<file path="config.mk">
export PLATFORM = sky130hd
export DESIGN_NAME = date_header_value_parser
export DESIGN_NICKNAME = d
export VERILOG_FILES = /design/src/design/dhvp_pkg.sv /design/src/design/dhvp_parser.sv /design/src/design/date_header_value_parser.sv
export SDC_FILE = /design/constraint.sdc
export NUM_CORES = 1
export LEC_CHECK = 0
export BUFFER_PORTS_ARGS = -buffer_cell sky130_fd_sc_hd__clkbuf_2
export CORE_MARGIN = 10
export CORE_UTILIZATION = 55
export CTS_BUF_LIST = sky130_fd_sc_hd__clkbuf_4
export CTS_CLUSTER_DIAMETER = 40
export DETAILED_ROUTE_END_ITERATION = 10
export PLACE_DENSITY = 0.74
export SYNTH_ARGS = -nofsm -noshare
export SYNTH_HDL_FRONTEND = slang
export SYNTH_SLANG_ARGS = --single-unit
</file>
<file path="constraint.sdc">
create_clock -name clk -period 3.9 [get_ports clk]
set_input_delay 0.39 -clock clk [delete_from_list [all_inputs] [get_ports clk]]
set_output_delay 0.39 -clock clk [all_outputs]
set_load 0.005 [all_outputs]
</file>
<file path="src/design/dhvp_pkg.sv">
// dhvp_pkg: shared types, character codes, name tables and token helpers
// for the date header value parser; used by dhvp_parser and the top level
`default_nettype none

package dhvp_pkg;

  localparam logic [13:0] NUM_MAX = 14'd16383;

  localparam logic [7:0] CH_COMMA = 8'h2C;
  localparam logic [7:0] CH_SPACE = 8'h20;
  localparam logic [7:0] CH_COLON = 8'h3A;
  localparam logic [7:0] CH_ZERO  = 8'h30;
  localparam logic [7:0] CH_NINE  = 8'h39;

  localparam logic [23:0] ZONE_GMT = 24'h474D54;

  localparam int N_DAYS   = 7;
  localparam int N_MONTHS = 12;

  localparam logic [23:0] DAY_NAMES [N_DAYS] = '{
    24'h4D6F6E, 24'h547565, 24'h576564, 24'h546875,
    24'h467269, 24'h536174, 24'h53756E
  };

  localparam logic [23:0] MONTH_NAMES [N_MONTHS] = '{
    24'h4A616E, 24'h466562, 24'h4D6172, 24'h417072,
    24'h4D6179, 24'h4A756E, 24'h4A756C, 24'h417567,
    24'h536570, 24'h4F6374, 24'h4E6F76, 24'h446563
  };

  typedef enum logic [3:0] {
    ST_OK        = 4'd0,
    ST_FORMAT    = 4'd1,
    ST_WEEKDAY   = 4'd2,
    ST_DAY       = 4'd3,
    ST_MONTH     = 4'd4,
    ST_YEAR_LEN  = 4'd5,
    ST_HOUR      = 4'd6,
    ST_MINUTE    = 4'd7,
    ST_SECOND    = 4'd8,
    ST_ZONE      = 4'd9
  } status_t;

  typedef enum logic [8:0] {
    PH_WEEKDAY = 9'b000000001,
    PH_SPACE   = 9'b000000010,
    PH_DAY     = 9'b000000100,
    PH_MONTH   = 9'b000001000,
    PH_YEAR    = 9'b000010000,
    PH_HOUR    = 9'b000100000,
    PH_MINUTE  = 9'b001000000,
    PH_SECOND  = 9'b010000000,
    PH_ZONE    = 9'b100000000
  } phase_t;

  typedef struct packed {
    logic [7:0] in_byte;
    logic       in_last;
  } in_t;

  typedef struct packed {
    logic [3:0]  status;
    logic [2:0]  week_day;
    logic [4:0]  day_of_month;
    logic [3:0]  month_index;
    logic [13:0] year_value;
    logic [4:0]  hour_value;
    logic [5:0]  minute_value;
    logic [5:0]  second_value;
  } out_t;

  typedef struct packed {
    logic [2:0]  len;
    logic [23:0] name;
    logic [13:0] acc;
    logic        done;
  } tok_t;

  localparam tok_t TOK_CLEAR = '0;

  // append one byte to the current token, accumulating leading digits
  function automatic tok_t take_byte(tok_t t, logic [7:0] b);
    tok_t        r;
    logic [17:0] prod;
    r = t;
    if (t.len != 3'd7) begin
      r.len = t.len + 3'd1;
    end
    r.name = {t.name[15:0], b};
    prod = ({4'b0, t.acc} * 18'd10) + {14'b0, b[3:0]};
    if (!t.done) begin
      if (b inside {[CH_ZERO:CH_NINE]}) begin
        r.acc = (prod > {4'b0, NUM_MAX}) ? NUM_MAX : prod[13:0];
      end else begin
        r.done = 1'b1;
      end
    end
    return r;
  endfunction

  // returns N_DAYS when no weekday name matches
  function automatic logic [2:0] find_day(tok_t t);
    logic [2:0] r;
    r = 3'(N_DAYS);
    for (int i = N_DAYS - 1; i >= 0; i--) begin
      if (t.len == 3'd3 && t.name == DAY_NAMES[i]) begin
        r = 3'(i);
      end
    end
    return r;
  endfunction

  // returns N_MONTHS when no month name matches
  function automatic logic [3:0] find_month(tok_t t);
    logic [3:0] r;
    r = 4'(N_MONTHS);
    for (int i = N_MONTHS - 1; i >= 0; i--) begin
      if (t.len == 3'd3 && t.name == MONTH_NAMES[i]) begin
        r = 4'(i);
      end
    end
    return r;
  endfunction

endpackage

`default_nettype wire

</file>
<file path="src/design/dhvp_parser.sv">
// dhvp_parser: per-byte token state machine with saved fields and latched error
// depends on dhvp_pkg
`default_nettype none

module dhvp_parser
  import dhvp_pkg::*;
(
  input  wire logic clk,
  input  wire logic rst_n,
  input  wire logic step,
  input  wire in_t  item,
  output out_t      res
);

  phase_t      phase_r, phase_nxt;
  tok_t        tok_r, tok_nxt;
  logic [2:0]  wday_r, wday_nxt;
  logic [4:0]  day_r, day_nxt;
  logic [3:0]  month_r, month_nxt;
  logic [13:0] year_r, year_nxt;
  logic [4:0]  hour_r, hour_nxt;
  logic [5:0]  minute_r, minute_nxt;
  logic [3:0]  err_r, err_nxt;

  logic [7:0]  b;
  logic [2:0]  day_idx;
  logic [3:0]  mon_idx;
  tok_t        tok_take;

  assign b        = item.in_byte;
  assign day_idx  = find_day(tok_r);
  assign mon_idx  = find_month(tok_r);
  assign tok_take = take_byte(tok_r, b);

  always_comb begin
    phase_nxt  = phase_r;
    tok_nxt    = tok_r;
    wday_nxt   = wday_r;
    day_nxt    = day_r;
    month_nxt  = month_r;
    year_nxt   = year_r;
    hour_nxt   = hour_r;
    minute_nxt = minute_r;
    err_nxt    = err_r;
    if (err_r == ST_OK) begin
      if (phase_r == PH_ZONE) begin
        tok_nxt.len  = tok_take.len;
        tok_nxt.name = tok_take.name;
        if (item.in_last && (tok_take.len != 3'd3 || tok_take.name != ZONE_GMT)) begin
          err_nxt = ST_ZONE;
        end
      end else begin
        case (phase_r)
          PH_WEEKDAY: begin
            if (b == CH_COMMA) begin
              if (day_idx == 3'(N_DAYS)) begin
                err_nxt = ST_WEEKDAY;
              end else begin
                wday_nxt  = day_idx;
                tok_nxt   = TOK_CLEAR;
                phase_nxt = PH_SPACE;
              end
            end else begin
              tok_nxt = tok_take;
            end
          end
          PH_SPACE: begin
            if (b != CH_SPACE) begin
              err_nxt = ST_FORMAT;
            end else begin
              phase_nxt = PH_DAY;
            end
          end
          PH_DAY: begin
            if (b == CH_SPACE) begin
              if (tok_r.acc > 14'd31) begin
                err_nxt = ST_DAY;
              end else begin
                day_nxt   = tok_r.acc[4:0];
                tok_nxt   = TOK_CLEAR;
                phase_nxt = PH_MONTH;
              end
            end else begin
              tok_nxt = tok_take;
            end
          end
          PH_MONTH: begin
            if (b == CH_SPACE) begin
              if (mon_idx == 4'(N_MONTHS)) begin
                err_nxt = ST_MONTH;
              end else begin
                month_nxt = mon_idx;
                tok_nxt   = TOK_CLEAR;
                phase_nxt = PH_YEAR;
              end
            end else begin
              tok_nxt = tok_take;
            end
          end
          PH_YEAR: begin
            if (b == CH_SPACE) begin
              if (tok_r.len != 3'd4) begin
                err_nxt = ST_YEAR_LEN;
              end else begin
                year_nxt  = tok_r.acc;
                tok_nxt   = TOK_CLEAR;
                phase_nxt = PH_HOUR;
              end
            end else begin
              tok_nxt = tok_take;
            end
          end
          PH_HOUR: begin
            if (b == CH_COLON) begin
              if (tok_r.acc >= 14'd24) begin
                err_nxt = ST_HOUR;
              end else begin
                hour_nxt  = tok_r.acc[4:0];
                tok_nxt   = TOK_CLEAR;
                phase_nxt = PH_MINUTE;
              end
            end else begin
              tok_nxt = tok_take;
            end
          end
          PH_MINUTE: begin
            if (b == CH_COLON) begin
              if (tok_r.acc >= 14'd60) begin
                err_nxt = ST_MINUTE;
              end else begin
                minute_nxt = tok_r.acc[5:0];
                tok_nxt    = TOK_CLEAR;
                phase_nxt  = PH_SECOND;
              end
            end else begin
              tok_nxt = tok_take;
            end
          end
          PH_SECOND: begin
            if (b == CH_SPACE) begin
              if (tok_r.acc >= 14'd60) begin
                err_nxt = ST_SECOND;
              end else begin
                // seconds stay in the accumulator through the zone
                tok_nxt.len  = 3'd0;
                tok_nxt.name = 24'd0;
                tok_nxt.done = 1'b1;
                phase_nxt    = PH_ZONE;
              end
            end else begin
              tok_nxt = tok_take;
            end
          end
          default: begin
            err_nxt = ST_FORMAT;
          end
        endcase
        if (item.in_last && err_nxt == ST_OK) begin
          err_nxt = ST_FORMAT;
        end
      end
    end
  end

  always_comb begin
    res        = '0;
    res.status = err_nxt;
    if (err_nxt == ST_OK) begin
      res.week_day     = wday_nxt;
      res.day_of_month = day_nxt;
      res.month_index  = month_nxt;
      res.year_value   = year_nxt;
      res.hour_value   = hour_nxt;
      res.minute_value = minute_nxt;
      res.second_value = tok_nxt.acc[5:0];
    end
  end

  always_ff @(posedge clk) begin
    if (!rst_n || (step && item.in_last)) begin
      phase_r  <= PH_WEEKDAY;
      tok_r    <= TOK_CLEAR;
      wday_r   <= '0;
      day_r    <= '0;
      month_r  <= '0;
      year_r   <= '0;
      hour_r   <= '0;
      minute_r <= '0;
      err_r    <= ST_OK;
    end else if (step) begin
      phase_r  <= phase_nxt;
      tok_r    <= tok_nxt;
      wday_r   <= wday_nxt;
      day_r    <= day_nxt;
      month_r  <= month_nxt;
      year_r   <= year_nxt;
      hour_r   <= hour_nxt;
      minute_r <= minute_nxt;
      err_r    <= err_nxt;
    end
  end

endmodule

`default_nettype wire

</file>
<file path="src/design/date_header_value_parser.sv">
// date_header_value_parser: top level, parser state plus registered result stage
// depends on dhvp_pkg and dhvp_parser
//
// Parses a date header value such as "Thu, 21 Feb 2002 13:02:03 GMT", one byte
// per transaction, and returns one result transaction (status and decoded
// fields) for the byte flagged in_last; earlier bytes return nothing. A byte is
// taken every clock: the parser state registers update in the cycle the byte is
// accepted, and for the last byte the result is captured into the output register
// in that same cycle. The input stalls only while a result sits in the output
// register and out_ready is low. The first error is latched and reported on the
// last byte; all decoded fields are zero whenever status is not ok. After the
// last byte the parser returns to its reset state, ready for the next value.
`default_nettype none

module date_header_value_parser
  import dhvp_pkg::*;
(
  input  wire logic clk,
  input  wire logic rst_n,
  input  wire logic in_valid,
  output logic      in_ready,
  input  wire in_t  in_data,
  output logic      out_valid,
  input  wire logic out_ready,
  output out_t      out_data
);

  logic in_fire;
  out_t res;
  logic out_valid_r, out_valid_nxt;
  out_t out_data_r;

  assign in_ready = !out_valid_r || out_ready;
  assign in_fire  = in_valid && in_ready;

  dhvp_parser u_parser (
    .clk   (clk),
    .rst_n (rst_n),
    .step  (in_fire),
    .item  (in_data),
    .res   (res)
  );

  always_comb begin
    out_valid_nxt = out_valid_r;
    if (out_ready) begin
      out_valid_nxt = 1'b0;
    end
    if (in_fire && in_data.in_last) begin
      out_valid_nxt = 1'b1;
    end
  end

  always_ff @(posedge clk) begin
    if (!rst_n) begin
      out_valid_r <= 1'b0;
    end else begin
      out_valid_r <= out_valid_nxt;
    end
  end

  always_ff @(posedge clk) begin
    if (in_fire && in_data.in_last) begin
      out_data_r <= res;
    end
  end

  assign out_valid = out_valid_r;
  assign out_data  = out_data_r;

endmodule

`default_nettype wire

</file>
=== Yosys cells after proc, flatten, opt, wreduce, memory -nomap -nowiden ===
Index checks and enable logic that the tools add are counted.

* Register bits: 140
* Bits of input ports: 13

* Reductions and logical operators: 40
* $lt $le $gt $ge: 6
* Mux-type cells: 115
* Equal/unequal tests: 69
* Add/sub/neg operators: 2
* Multipliers: 1
* Bitwise gates (word level): 1

{| class="wikitable"
|+ Operators by type and width
! operator !! number
|-
| two-way mux 42 bit || 12
|-
| equality test 24 x 23 -> 1 bit (second input constant) || 19
|-
| one-hot mux 42 bit (7 select lines) || 1
|-
| two-way mux 4 bit || 34
|-
| two-way mux 9 bit || 15
|-
| two-way mux 14 bit || 8
|-
| two-way mux 27 bit || 3
|-
| one-hot mux 9 bit (8 select lines) || 1
|-
| two-way mux 5 bit || 10
|-
| two-way mux 3 bit || 14
|-
| one-hot mux 4 bit (8 select lines) || 1
|-
| two-way mux 6 bit || 5
|-
| inequality test 4 x 3 -> 1 bit (second input constant) || 7
|-
| inequality test 3 bit (second input constant) || 9
|-
| equality test 8 x 6 -> 1 bit (second input constant) || 3
|-
| logical AND 1 bit || 24
|-
| inequality test 24 x 23 -> 1 bit (second input constant) || 1
|-
| AND reduction 11 bit || 2
|-
| AND reduction 19 bit || 1
|-
| adder 18 x 4 -> 18 bit || 1
|-
| greater-than comparator 18 x 14 -> 1 bit (second input constant) || 1
|-
| inequality test 2 bit (second input constant) || 9
|-
| multiplier 14 x 3 -> 17 bit (second input constant) || 1
|-
| nonzero test 8 bit || 2
|-
| 32 further kinds || 50
|}

=== Logic depth before layout (Yosys ltp) ===
Gate-level depths: netlist of run 1.

* Word-level depth: 26
* Gate-level depth with buffers: 13

=== By module ===
Synthesis of run 1 repeated with hierarchy kept, for this count alone.

* Cell total of the unflattened synthesis: 1,057
* Area total of the unflattened synthesis: 8,987.4 µm²

{| class="wikitable"
|+ By module, submodules not included
! module !! cells each !! times used !! area each (µm²)
|-
| dhvp_parser || 1,004 || 1 || 7,504.7
|-
| date_header_value_parser || 53 || 1 || 1,482.7
|}

=== Worst setup path before layout of run 1 ===
OpenSTA, ideal clock, no wires.

* Path type: register to register
* Start point: reg u_parser.tok_r[4] (netlist bit)
* End point: reg u_parser.tok_r[14] (netlist bit)
* Cell stages (with the launch flop): 14
* Data arrival time: 3.182 ns
* Buffers on the path: 0
* Setup slack: 0.564 ns
* Clock period less this slack: 3.336 ns
* Setup time: 0.154 ns
* Path through: dfxtp_1 -> ha_1 -> ha_1 -> inv_1 -> fa_1 -> nor2b_1 -> o31a_1 -> o32a_1 -> a21o_1 -> or2_2 -> nor4_1 -> mux2i_1 -> nor2_1 -> a211oi_1

* Cells in the longest elaborated chain, start to end: 8
* Elaborated cells between the ends (all ways): 21
* Classes of those cells: add/sub: 1; mul: 1; order compare: 4; eq/ne: 3; mux: 11; reduce/logical: 1

{| class="wikitable"
|+ Ends and longest elaborated chain
! element !! RTL line !! RTL
|-
| from (decl) || dhvp_parser.sv:16 || <nowiki>tok_t tok_r, tok_nxt;</nowiki>
|-
| from (signal assigned) || dhvp_parser.sv:192 || <nowiki>tok_r <= tok_nxt;</nowiki>
|-
| multiplier 14 x 3 -> 17 bit || dhvp_pkg.sv:90 || <nowiki>prod = ({4'b0, t.acc} * 18'd10) + {14'b0, b[3:0]};</nowiki>
|-
| adder 18 x 4 -> 18 bit || dhvp_pkg.sv:90 ||
|-
| greater-than comparator 18 x 14 -> 1 bit || dhvp_pkg.sv:93 || <nowiki>r.acc = (prod > {4'b0, NUM_MAX}) ? NUM_MAX : prod[13:0];</nowiki>
|-
| two-way mux 14 bit || dhvp_pkg.sv:93 ||
|-
| two-way mux 14 bit || dhvp_pkg.sv:92 || <nowiki>if (b inside {[CH_ZERO:CH_NINE]}) begin</nowiki>
|-
| two-way mux 15 bit || dhvp_pkg.sv:91 || <nowiki>if (!t.done) begin</nowiki>
|-
| two-way mux 14 bit, or another cell as far along || dhvp_parser.sv:140 || <nowiki>if (b == CH_SPACE) begin</nowiki>
|-
| one-hot mux 42 bit (7 select lines) || dhvp_parser.sv:53 || <nowiki>case (phase_r)</nowiki>
|}

Parallel ways exist; a longest one is shown, timed or not. The select of a mux whose other input is x is not followed.
A chain may end at the register's enable or synchronous reset.

=== Final worst setup path of run 1 ===
* Start point: reg u_parser.phase_r[4]
* End point: reg u_parser.tok_r[13] (netlist bit)

* Cells in the longest elaborated chain, start to end: 3
* Elaborated cells between the ends (all ways): 19
* Classes of those cells: eq/ne: 15; mux: 1; bitwise: 1; reduce/logical: 2

{| class="wikitable"
|+ Ends and longest elaborated chain
! element !! RTL line !! RTL
|-
| from (decl) || dhvp_parser.sv:15 || <nowiki>phase_t phase_r, phase_nxt;</nowiki>
|-
| from (signal assigned) || dhvp_parser.sv:191 || <nowiki>phase_r <= phase_nxt;</nowiki>
|-
| equality test 9 x 1 -> 1 bit, or another cell as far along || dhvp_parser.sv:53 ||
|-
| nonzero test 7 bit (no source line), or another cell as far along || - ||
|-
| AND reduction 11 bit (no source line) || - ||
|}

Parallel ways exist; a longest one is shown, timed or not.

==> impl_results.md, run 1 <==
- Crit share post-route: 95.2%
- P&R area growth vs syn: 13.4%
- CTS sink count: 140
- Via count: 9,202
- RSZ-0062 raised after global routing: yes
- PwrDens: 276 mW/mm2
- Critical Path Sink: u_parser.tok_r[13]$_SDFFE_PP0P_
- Worst Tran Pin Value: 0.902 ns
- CP Launch Type: flip-flop
- Clock latency on the worst-skew pair: 0.61 ns
- Mean area per synthesized cell: 8.34 um2
- Ports: 62
- H-tree levels: 4
- Worst-path fanout max: 8
- Setup Fix Bufs, Post-CTS: 0
- Final setup violation count: 0
- Core area: 0.0160 mm2
- Crit path DAT: 4.24 ns
- Wire length per cell: 20.6 um
- TNS Setup: 0 ns
- TritonCTS clock tree: built
- Post-synthesis register bit count: 140
- Fin nets: 1,208
- EDFF count, synth: 47
- Synth cell types: 73
- Worst-case clock buffer depth: 2
- Syn_nets: 1,126
- Gr usage total: 25.8%
- Initial Util: 56.4%
- Worst path cell trace: or4_4, or4_4, a41oi_2, o2111ai_1, nor3b_1, o31ai_1, buf_4, nor3_2, buf_4, a21oi_1, a211oi_1
- Max_cap viols: 0
- Clock Skew: 0.0350 ns
- Vias in the first global route: 8,399
- Endpoint class of the critical path: flip-flop
- Die Y: 148 um
- Reg2Reg Setup Slack: 0.19 ns
- Worst path max stage delay: 0.62 ns
- Ys flop type: dfxtp_1
- # fillers: 1,440
- Routability Congestion: 1.07
- Hold WC Path Type: in -> reg
- Slew HR: 39.5%
- Crit. Startpoint: u_parser.phase_r[4]$_SDFFE_PP0P_
- Worst r2r src: u_parser.phase_r[4]$_SDFFE_PP0P_
- Hold WS: 0.0562 ns
- Largest net degree at the start of global routing: 41
- Synth Cell Area: 0.00902 mm2
- DRC Markers: 0
- Hold Vio Cnt, Final: 0
- Hpwl dp: 21.4 mm
- Total leakage power: 3.78 nW
- Fmax: 0.269 GHz
- DRT Wirelength: 28.7 mm
- Std cell rows: 46
- Req. time, crit path: 4.42 ns
- 1st-iter DRT viols: 1,029
- Peak supply drop: 0.000174 V
- IO buf count: 61
- Register area share after synthesis: 36.3%
- Clk root buf: clkbuf_4
- Ys Warns: 0
- Post-route minimum period: 3.71 ns
- DR vias/cell: 6.60
- CTS buffer count: 17
- Synthesized instance count: 1,082
- Remaining global-route overflow: 0
- Die Wd: 148 um
- Critical path's slowest cell: nor3b_1
- First-pass GRT wire length: 46.2 mm
- TritonRoute pass-1 iters: 6
- Initial antenna violation count: 1
- Critical path class: reg -> reg
- Final Max Tran Viols: 0
- Post-DRT Antenna Nets: 0
- Reg2reg end: u_parser.tok_r[13]$_SDFFE_PP0P_
- Status: finished, final reports clean
- Total die area: 0.0219 mm2
- Layout cell share with drive strength beyond 1: 15.7%
- CTS clk-pin slew, worst paths: 0.16 ns
- Post-synth ARST share: 0%
- Reg2Reg Depth: 11
==> synth_stat cells (4+ instances only) <==
cell type / number / area share (%)
nor2_1: 118 / 4.9
nand2_1: 101 / 4.2
a21oi_1: 95 / 5.3
dfxtp_1: 93 / 21
clkbuf_1: 60 / 2.5
o21ai_0: 58 / 3.2
nand4_1: 54 / 3.7
edfxtp_1: 47 / 16
mux2i_1: 43 / 4.8
ha_1: 29 / 4.0
nand3_1: 29 / 1.6
nor3_1: 28 / 1.6
nor4_1: 25 / 1.7
a211oi_1: 21 / 1.7
nor4bb_1: 16 / 1.8
and3_1: 15 / 1.0
a21o_1: 14 / 1.2
inv_1: 13 / 0.54
and2_1: 12 / 0.83
nor4b_1: 12 / 1.2
a31oi_1: 11 / 0.76
nor2b_1: 11 / 0.76
xnor2_1: 11 / 1.1
and4b_1: 9 / 1.0
nand2b_1: 9 / 0.62
or3_1: 9 / 0.62
o21a_1: 8 / 0.67
nor3b_1: 7 / 0.58
o211ai_1: 7 / 0.58
and4_1: 6 / 0.58
buf_2: 6 / 0.33
o2111ai_1: 6 / 0.58
or4_1: 6 / 0.50
xor2_1: 6 / 0.58
nand3b_1: 5 / 0.42
nand4b_1: 5 / 0.49
a211o_1: 4 / 0.39
and3b_1: 4 / 0.39
o31ai_1: 4 / 0.33
o32a_1: 4 / 0.44
or2_2: 4 / 0.28
or4b_2: 4 / 0.44
==> metal layers <==
metal  vias to the layer above  wire length (um)  GRT usage [%]
li1                       4296                 -              -
met1                      4314             12500           35.9
met2                       511             12700           39.0
met3                        81              2630           5.22
met4                         0               824           8.87
met5                         -                 0              0
==> area by class of cell <==
type                       instances  area, um2  share of cell area, %
sequential                       140       3270                   32.0
timing repair buffer             132        851                   8.32
clock buffer                      17        128                   1.25
inverter                          13       48.8                  0.477
multi-input combinational        860       5460                   53.4
antenna                            1       2.50                 0.0245
tap                              216        270                   2.64
clock inverter                    15        196                   1.92
==> critical path, delay by kind of cell, from the launching register on <==
kind                   cells  cell delay (ns)
buffers and inverters      2             0.38
DFF                        1             0.38
and+or+nand+nor            4             2.04
AOI/OAI and AO/OA          5             0.85
==> logic make-up (layout without fill, tap and decap cells) <==
family          after synthesis  in the layout  synth area share [%]
xor+xnor                     17             17                  1.65
flops                       140            140                  36.3
simple gates                499            499                  30.4
fa+ha+maj                    31             31                  4.47
compound gates              270            270                  18.8
buf+inv                      82            177                  3.58
mux                          43             43                  4.77
other cells                   0              1                     0
==> through the flow <==
stage / cells / cell area, um2 / setup slack, ns / util, % / total power, mW
final: 1394 / 10200 / 0.185 / 63.9 / 2.82
after global placement: 1361 / 9880 / 0.299 / 61.8 / 1.85
after floorplan: 1082 / 9020 / 0.564 / - / 1.74
after global routing: 1394 / 10200 / -0.0158 / 63.9 / 2.92
after detailed placement: 1361 / 9880 / 0.260 / 61.8 / 1.85
after CTS: 1393 / 10200 / 0.228 / 63.8 / 2.83
==> how the worst min path moves through the flow <==
stage | cells past startpoint | slack, ns | endpoint | startpoint
after floorplan | 2 | 0.44 | u_parser.hour_r[0]$_SDFFE_PP0P_ | u_parser.hour_r[0]$_SDFFE_PP0P_
after global placement | 2 | 0.44 | u_parser.hour_r[2]$_SDFFE_PP0P_ | u_parser.hour_r[2]$_SDFFE_PP0P_
after detailed placement | 2 | 0.45 | u_parser.hour_r[1]$_SDFFE_PP0P_ | u_parser.hour_r[1]$_SDFFE_PP0P_
after CTS | 2 | 0.03 | out_valid$_SDFFE_PN0P_ | rst_n
after global routing | 2 | 0.03 | out_valid$_SDFFE_PN0P_ | rst_n
final | 3 | 0.06 | u_parser.tok_r[21]$_SDFFE_PP0P_ | in_data[7]
==> registers in the layout (all words and copies together) (netlist names) <==
register,count
u_parser.hour_r,5
u_parser.wday_r,3
u_parser.month_r,4
out_data,47
u_parser.tok_r,42
u_parser.minute_r,6
u_parser.year_r,14
u_parser.err_r,4
u_parser.day_r,5
out_valid,1
u_parser.phase_r,9
==> power breakdown <==
part	internal, mW	switching (mW)
Combinational	0.0850	0.173
Sequential	1.54	0.0285
Clock	0.310	0.682
==> layout by cell type, fill, tap and decap left out, types with 29 or more instances in the layout <==
cell	netlist	routed
o21ai_0	58	58
edfxtp_1	47	47
nand2_1	101	100
buf_4	0	70
nand3_1	29	29
ha_1	29	29
clkbuf_2	0	61
dfxtp_1	93	93
nor2_1	118	118
mux2i_1	43	43
a21oi_1	95	95
nand4_1	54	54
==> timing repair <==
action | in CTS | in global routing
endpoints found under the setup margin | 0 | 20
hold buffers | 0 | 0
gates resized for setup | 0 | 3
No activity file was read; power rests on OpenSTA's default activity.
==> run 2: changes to the inputs <==
REMOVE_ABC_BUFFERS = 1   (was default)
==> run 2 against run 1 <==
Net effect: worst setup slack got worse by 0.025 ns; largest cell class unchanged; clock power decreased by 8.9%; sequential power hardly changed; clock skew fell by 0.0098 ns; global-route usage fell by 0.36 points; final cell count increased by 0.79%.
==> impl_results.md, run 2 (same netlist as run 1, synthesis figures left out) <==
- Status: finished, final reports clean (unchanged)
- Hold WC Path Type: in -> reg (unchanged)
- Hold depth: 2 (was 3)
- 1st-iter DRT viols: 987 (was 1,029)
- Combinational Power Share: 9.7% (was 9.2%)
- Hold_sp: rst_n (was in_data[7])
- Gr usage total: 25.5% (was 25.8%)
- Final Max Tran Viols: 0 (unchanged)
- Post-DP Area: 0.0100 mm2 (was 0.00988 mm2)
- Hpwl dp: 21.6 mm (was 21.4 mm)
- Worst-case clock buffer depth: 2 (unchanged)
- Clk root buf: clkbuf_4 (unchanged)
- Clock Skew: 0.0252 ns (was 0.0350 ns)
- First-pass GRT wire length: 45.4 mm (was 46.2 mm)
- Commonest non-fill, non-tap cell in the layout: nor2_1 (unchanged)
- Max FFs per register: 47 (unchanged)
- CTS sink count: 140 (unchanged)
- Initial antenna violation count: 1 (unchanged)
- Slew HR: 29.3% (was 39.5%)
- TritonCTS clock tree: built (unchanged)
- TritonRoute pass-1 iters: 6 (unchanged)
- Reg2Reg Depth: 10 (was 11)
- Clk pwr share: 33.0% (was 35.2%)
- Most frequent cells in the layout: 118 x nor2_1, 100 x nand2_1, 95 x a21oi_1 (unchanged)
- P_sw: 820 uW (was 884 uW)
- Post-Place Cells: 1,372 (was 1,361)
- IO buf count: 61 (unchanged)
- Std cell rows: 46 (unchanged)
- Max_cap viols: 0 (unchanged)
- Core area: 0.0160 mm2 (unchanged)
- Req. time, crit path: 4.25 ns (was 4.42 ns)
- Worst Tran Pin Value: 1.05 ns (was 0.902 ns)
- DRC Markers: 0 (unchanged)
- Reg2reg end: out_data[1]$_SDFFCE_PP0P_ (was u_parser.tok_r[13]$_SDFFE_PP0P_)
- P&R area growth vs syn: 14.0% (was 13.4%)
- Worst r2r src: u_parser.phase_r[4]$_SDFFE_PP0P_ (unchanged)
- Switching Share: 30.0% (was 31.4%)
- CTS clk-pin slew, worst paths: 0.14 ns (was 0.16 ns)
- Crit path DAT: 4.09 ns (was 4.24 ns)
- CTS buffer count: 17 (unchanged)
- Endpoint class of the critical path: flip-flop (unchanged)
- Total die area: 0.0219 mm2 (unchanged)
- Non-filler cells, final: 1,405 (was 1,394)
- PwrDens: 266 mW/mm2 (was 276 mW/mm2)
- Critical path class: reg -> reg (unchanged)
- DRT Wirelength: 28.6 mm (was 28.7 mm)
- Layout cell share with drive strength beyond 1: 16.6% (was 15.7%)
- Post-route minimum period: 3.74 ns (was 3.71 ns)
- Hold EP: out_valid$_SDFFE_PN0P_ (was u_parser.tok_r[21]$_SDFFE_PP0P_)
- Post-DRT Antenna Nets: 0 (unchanged)
- Fmax: 0.267 GHz (was 0.269 GHz)
- H-tree levels: 4 (unchanged)
- DR vias/cell: 6.50 (was 6.60)
- Sequential fraction of design power: 57.3% (was 55.7%)
- Internal power: 1.92 mW (was 1.94 mW)
- Die Y: 148 um (unchanged)
- Vias in the first global route: 8,497 (was 8,399)
- Die Wd: 148 um (unchanged)
- Hold Vio Cnt, Final: 0 (unchanged)
- RSZ-0062 raised after global routing: no (was yes)
- Total leakage power: 3.82 nW (was 3.78 nW)
- Crit share post-route: 95.9% (was 95.2%)
- TNS Setup: 0 ns (unchanged)
- CP Launch Type: flip-flop (unchanged)
- Fin nets: 1,219 (was 1,208)
- Largest net degree at the start of global routing: 48 (was 41)
- Remaining global-route overflow: 0 (unchanged)
- Reg2Reg Setup Slack: 0.16 ns (was 0.19 ns)
- Final setup violation count: 0 (unchanged)
- Final instance area: 0.0103 mm2 (was 0.0102 mm2)
- Via count: 9,133 (was 9,202)
- Initial Util: 56.4% (unchanged)
- Final Core Density: 64.3% (was 63.9%)
- Worst-path fanout max: 6 (was 8)
- Wire length per cell: 20.3 um (was 20.6 um)
- Clock latency on the worst-skew pair: 0.55 ns (was 0.61 ns)
- Peak supply drop: 0.000187 V (was 0.000174 V)
- Routability Congestion: 0.998 (was 1.07)
- Ports: 62 (unchanged)
-- run 2: how the worst max path moves through the flow --
stage | startpoint | to | slack (ns) | cells after the start
detailed placement | u_parser.phase_r[4]$_SDFFE_PP0P_ | out_data[1]$_SDFFCE_PP0P_ | 0.25 | 10
finish | u_parser.phase_r[4]$_SDFFE_PP0P_ | out_data[1]$_SDFFCE_PP0P_ | 0.16 | 10
CTS | u_parser.tok_r[39]$_SDFFE_PP0P_ | out_data[1]$_SDFFCE_PP0P_ | 0.18 | 13
floorplan | in_data[8] | u_parser.year_r[0]$_SDFFE_PP0P_ | -0.03 | 7
global route | u_parser.phase_r[4]$_SDFFE_PP0P_ | out_data[1]$_SDFFCE_PP0P_ | 0.003 | 10
global placement | u_parser.tok_r[39]$_SDFFE_PP0P_ | out_data[1]$_SDFFCE_PP0P_ | 0.23 | 13
-- run 2: critical path, cell delays in order (launching register included) --
cell and delay [ns]:
dfxtp_1 0.37, or4_4 0.55, or4_4 0.60, a41oi_2 0.19
o2111ai_1 0.19, or3b_4 0.45, o211a_1 0.27, a41o_1 0.26
o22a_1 0.19, buf_4 0.18, nor4_2 0.31
-- run 2: metrics by stage --
| step | hold WS (ns) | power [mW] | setup WS, ns |
|---|---|---|---|
| 6_report | 0.105 | 2.74 | 0.161 |
| 2_1_floorplan | 0.436 | 1.72 | -0.0258 |
| 5_1_grt | 0.0728 | 2.85 | 0.00338 |
| 4_1_cts | 0.0620 | 2.75 | 0.182 |
| 3_5_place_dp | 0.448 | 1.86 | 0.250 |
| 3_3_place_gp | 0.441 | 1.86 | 0.234 |
-- run 2: cell type report --
class | count | area (um2)
inverter | 13 | 48.8
multi-input combinational | 860 | 5460
timing repair buffer | 143 | 971
clock inverter | 14 | 126
tap | 216 | 270
fill | 1435 | 5710
antenna | 1 | 2.50
clock buffer | 18 | 135
sequential | 140 | 3270
-- run 2: power by group through the flow --
| stage | Clock [mW] | Sequential (mW) | Combinational [mW] |
|---|---|---|---|
| 6_report | 0.904 | 1.57 | 0.265 |
| 5_1_grt | 0.984 | 1.57 | 0.290 |
| 4_1_cts | 0.922 | 1.57 | 0.262 |
| 3_5_place_dp | 0 | 1.60 | 0.261 |
| 3_3_place_gp | 0 | 1.60 | 0.261 |
| 2_1_floorplan | 0 | 1.60 | 0.123 |
-- run 2: layer usage --
metal | routed length (um) | vias up | global-route usage [%]
met4 | 476 | 0 | 6.24
met2 | 12300 | 483 | 38.1
met1 | 12600 | 4296 | 35.1
li1 | - | 4304 | -
met5 | 0 | - | 0
met3 | 3140 | 50 | 7.65
-- run 2: what timing repair did --
item                                    CTS  global route
gates resized for setup                   0             3
endpoints found under the setup margin    0             3
hold buffers                              0             0
buffers inserted                          0             0
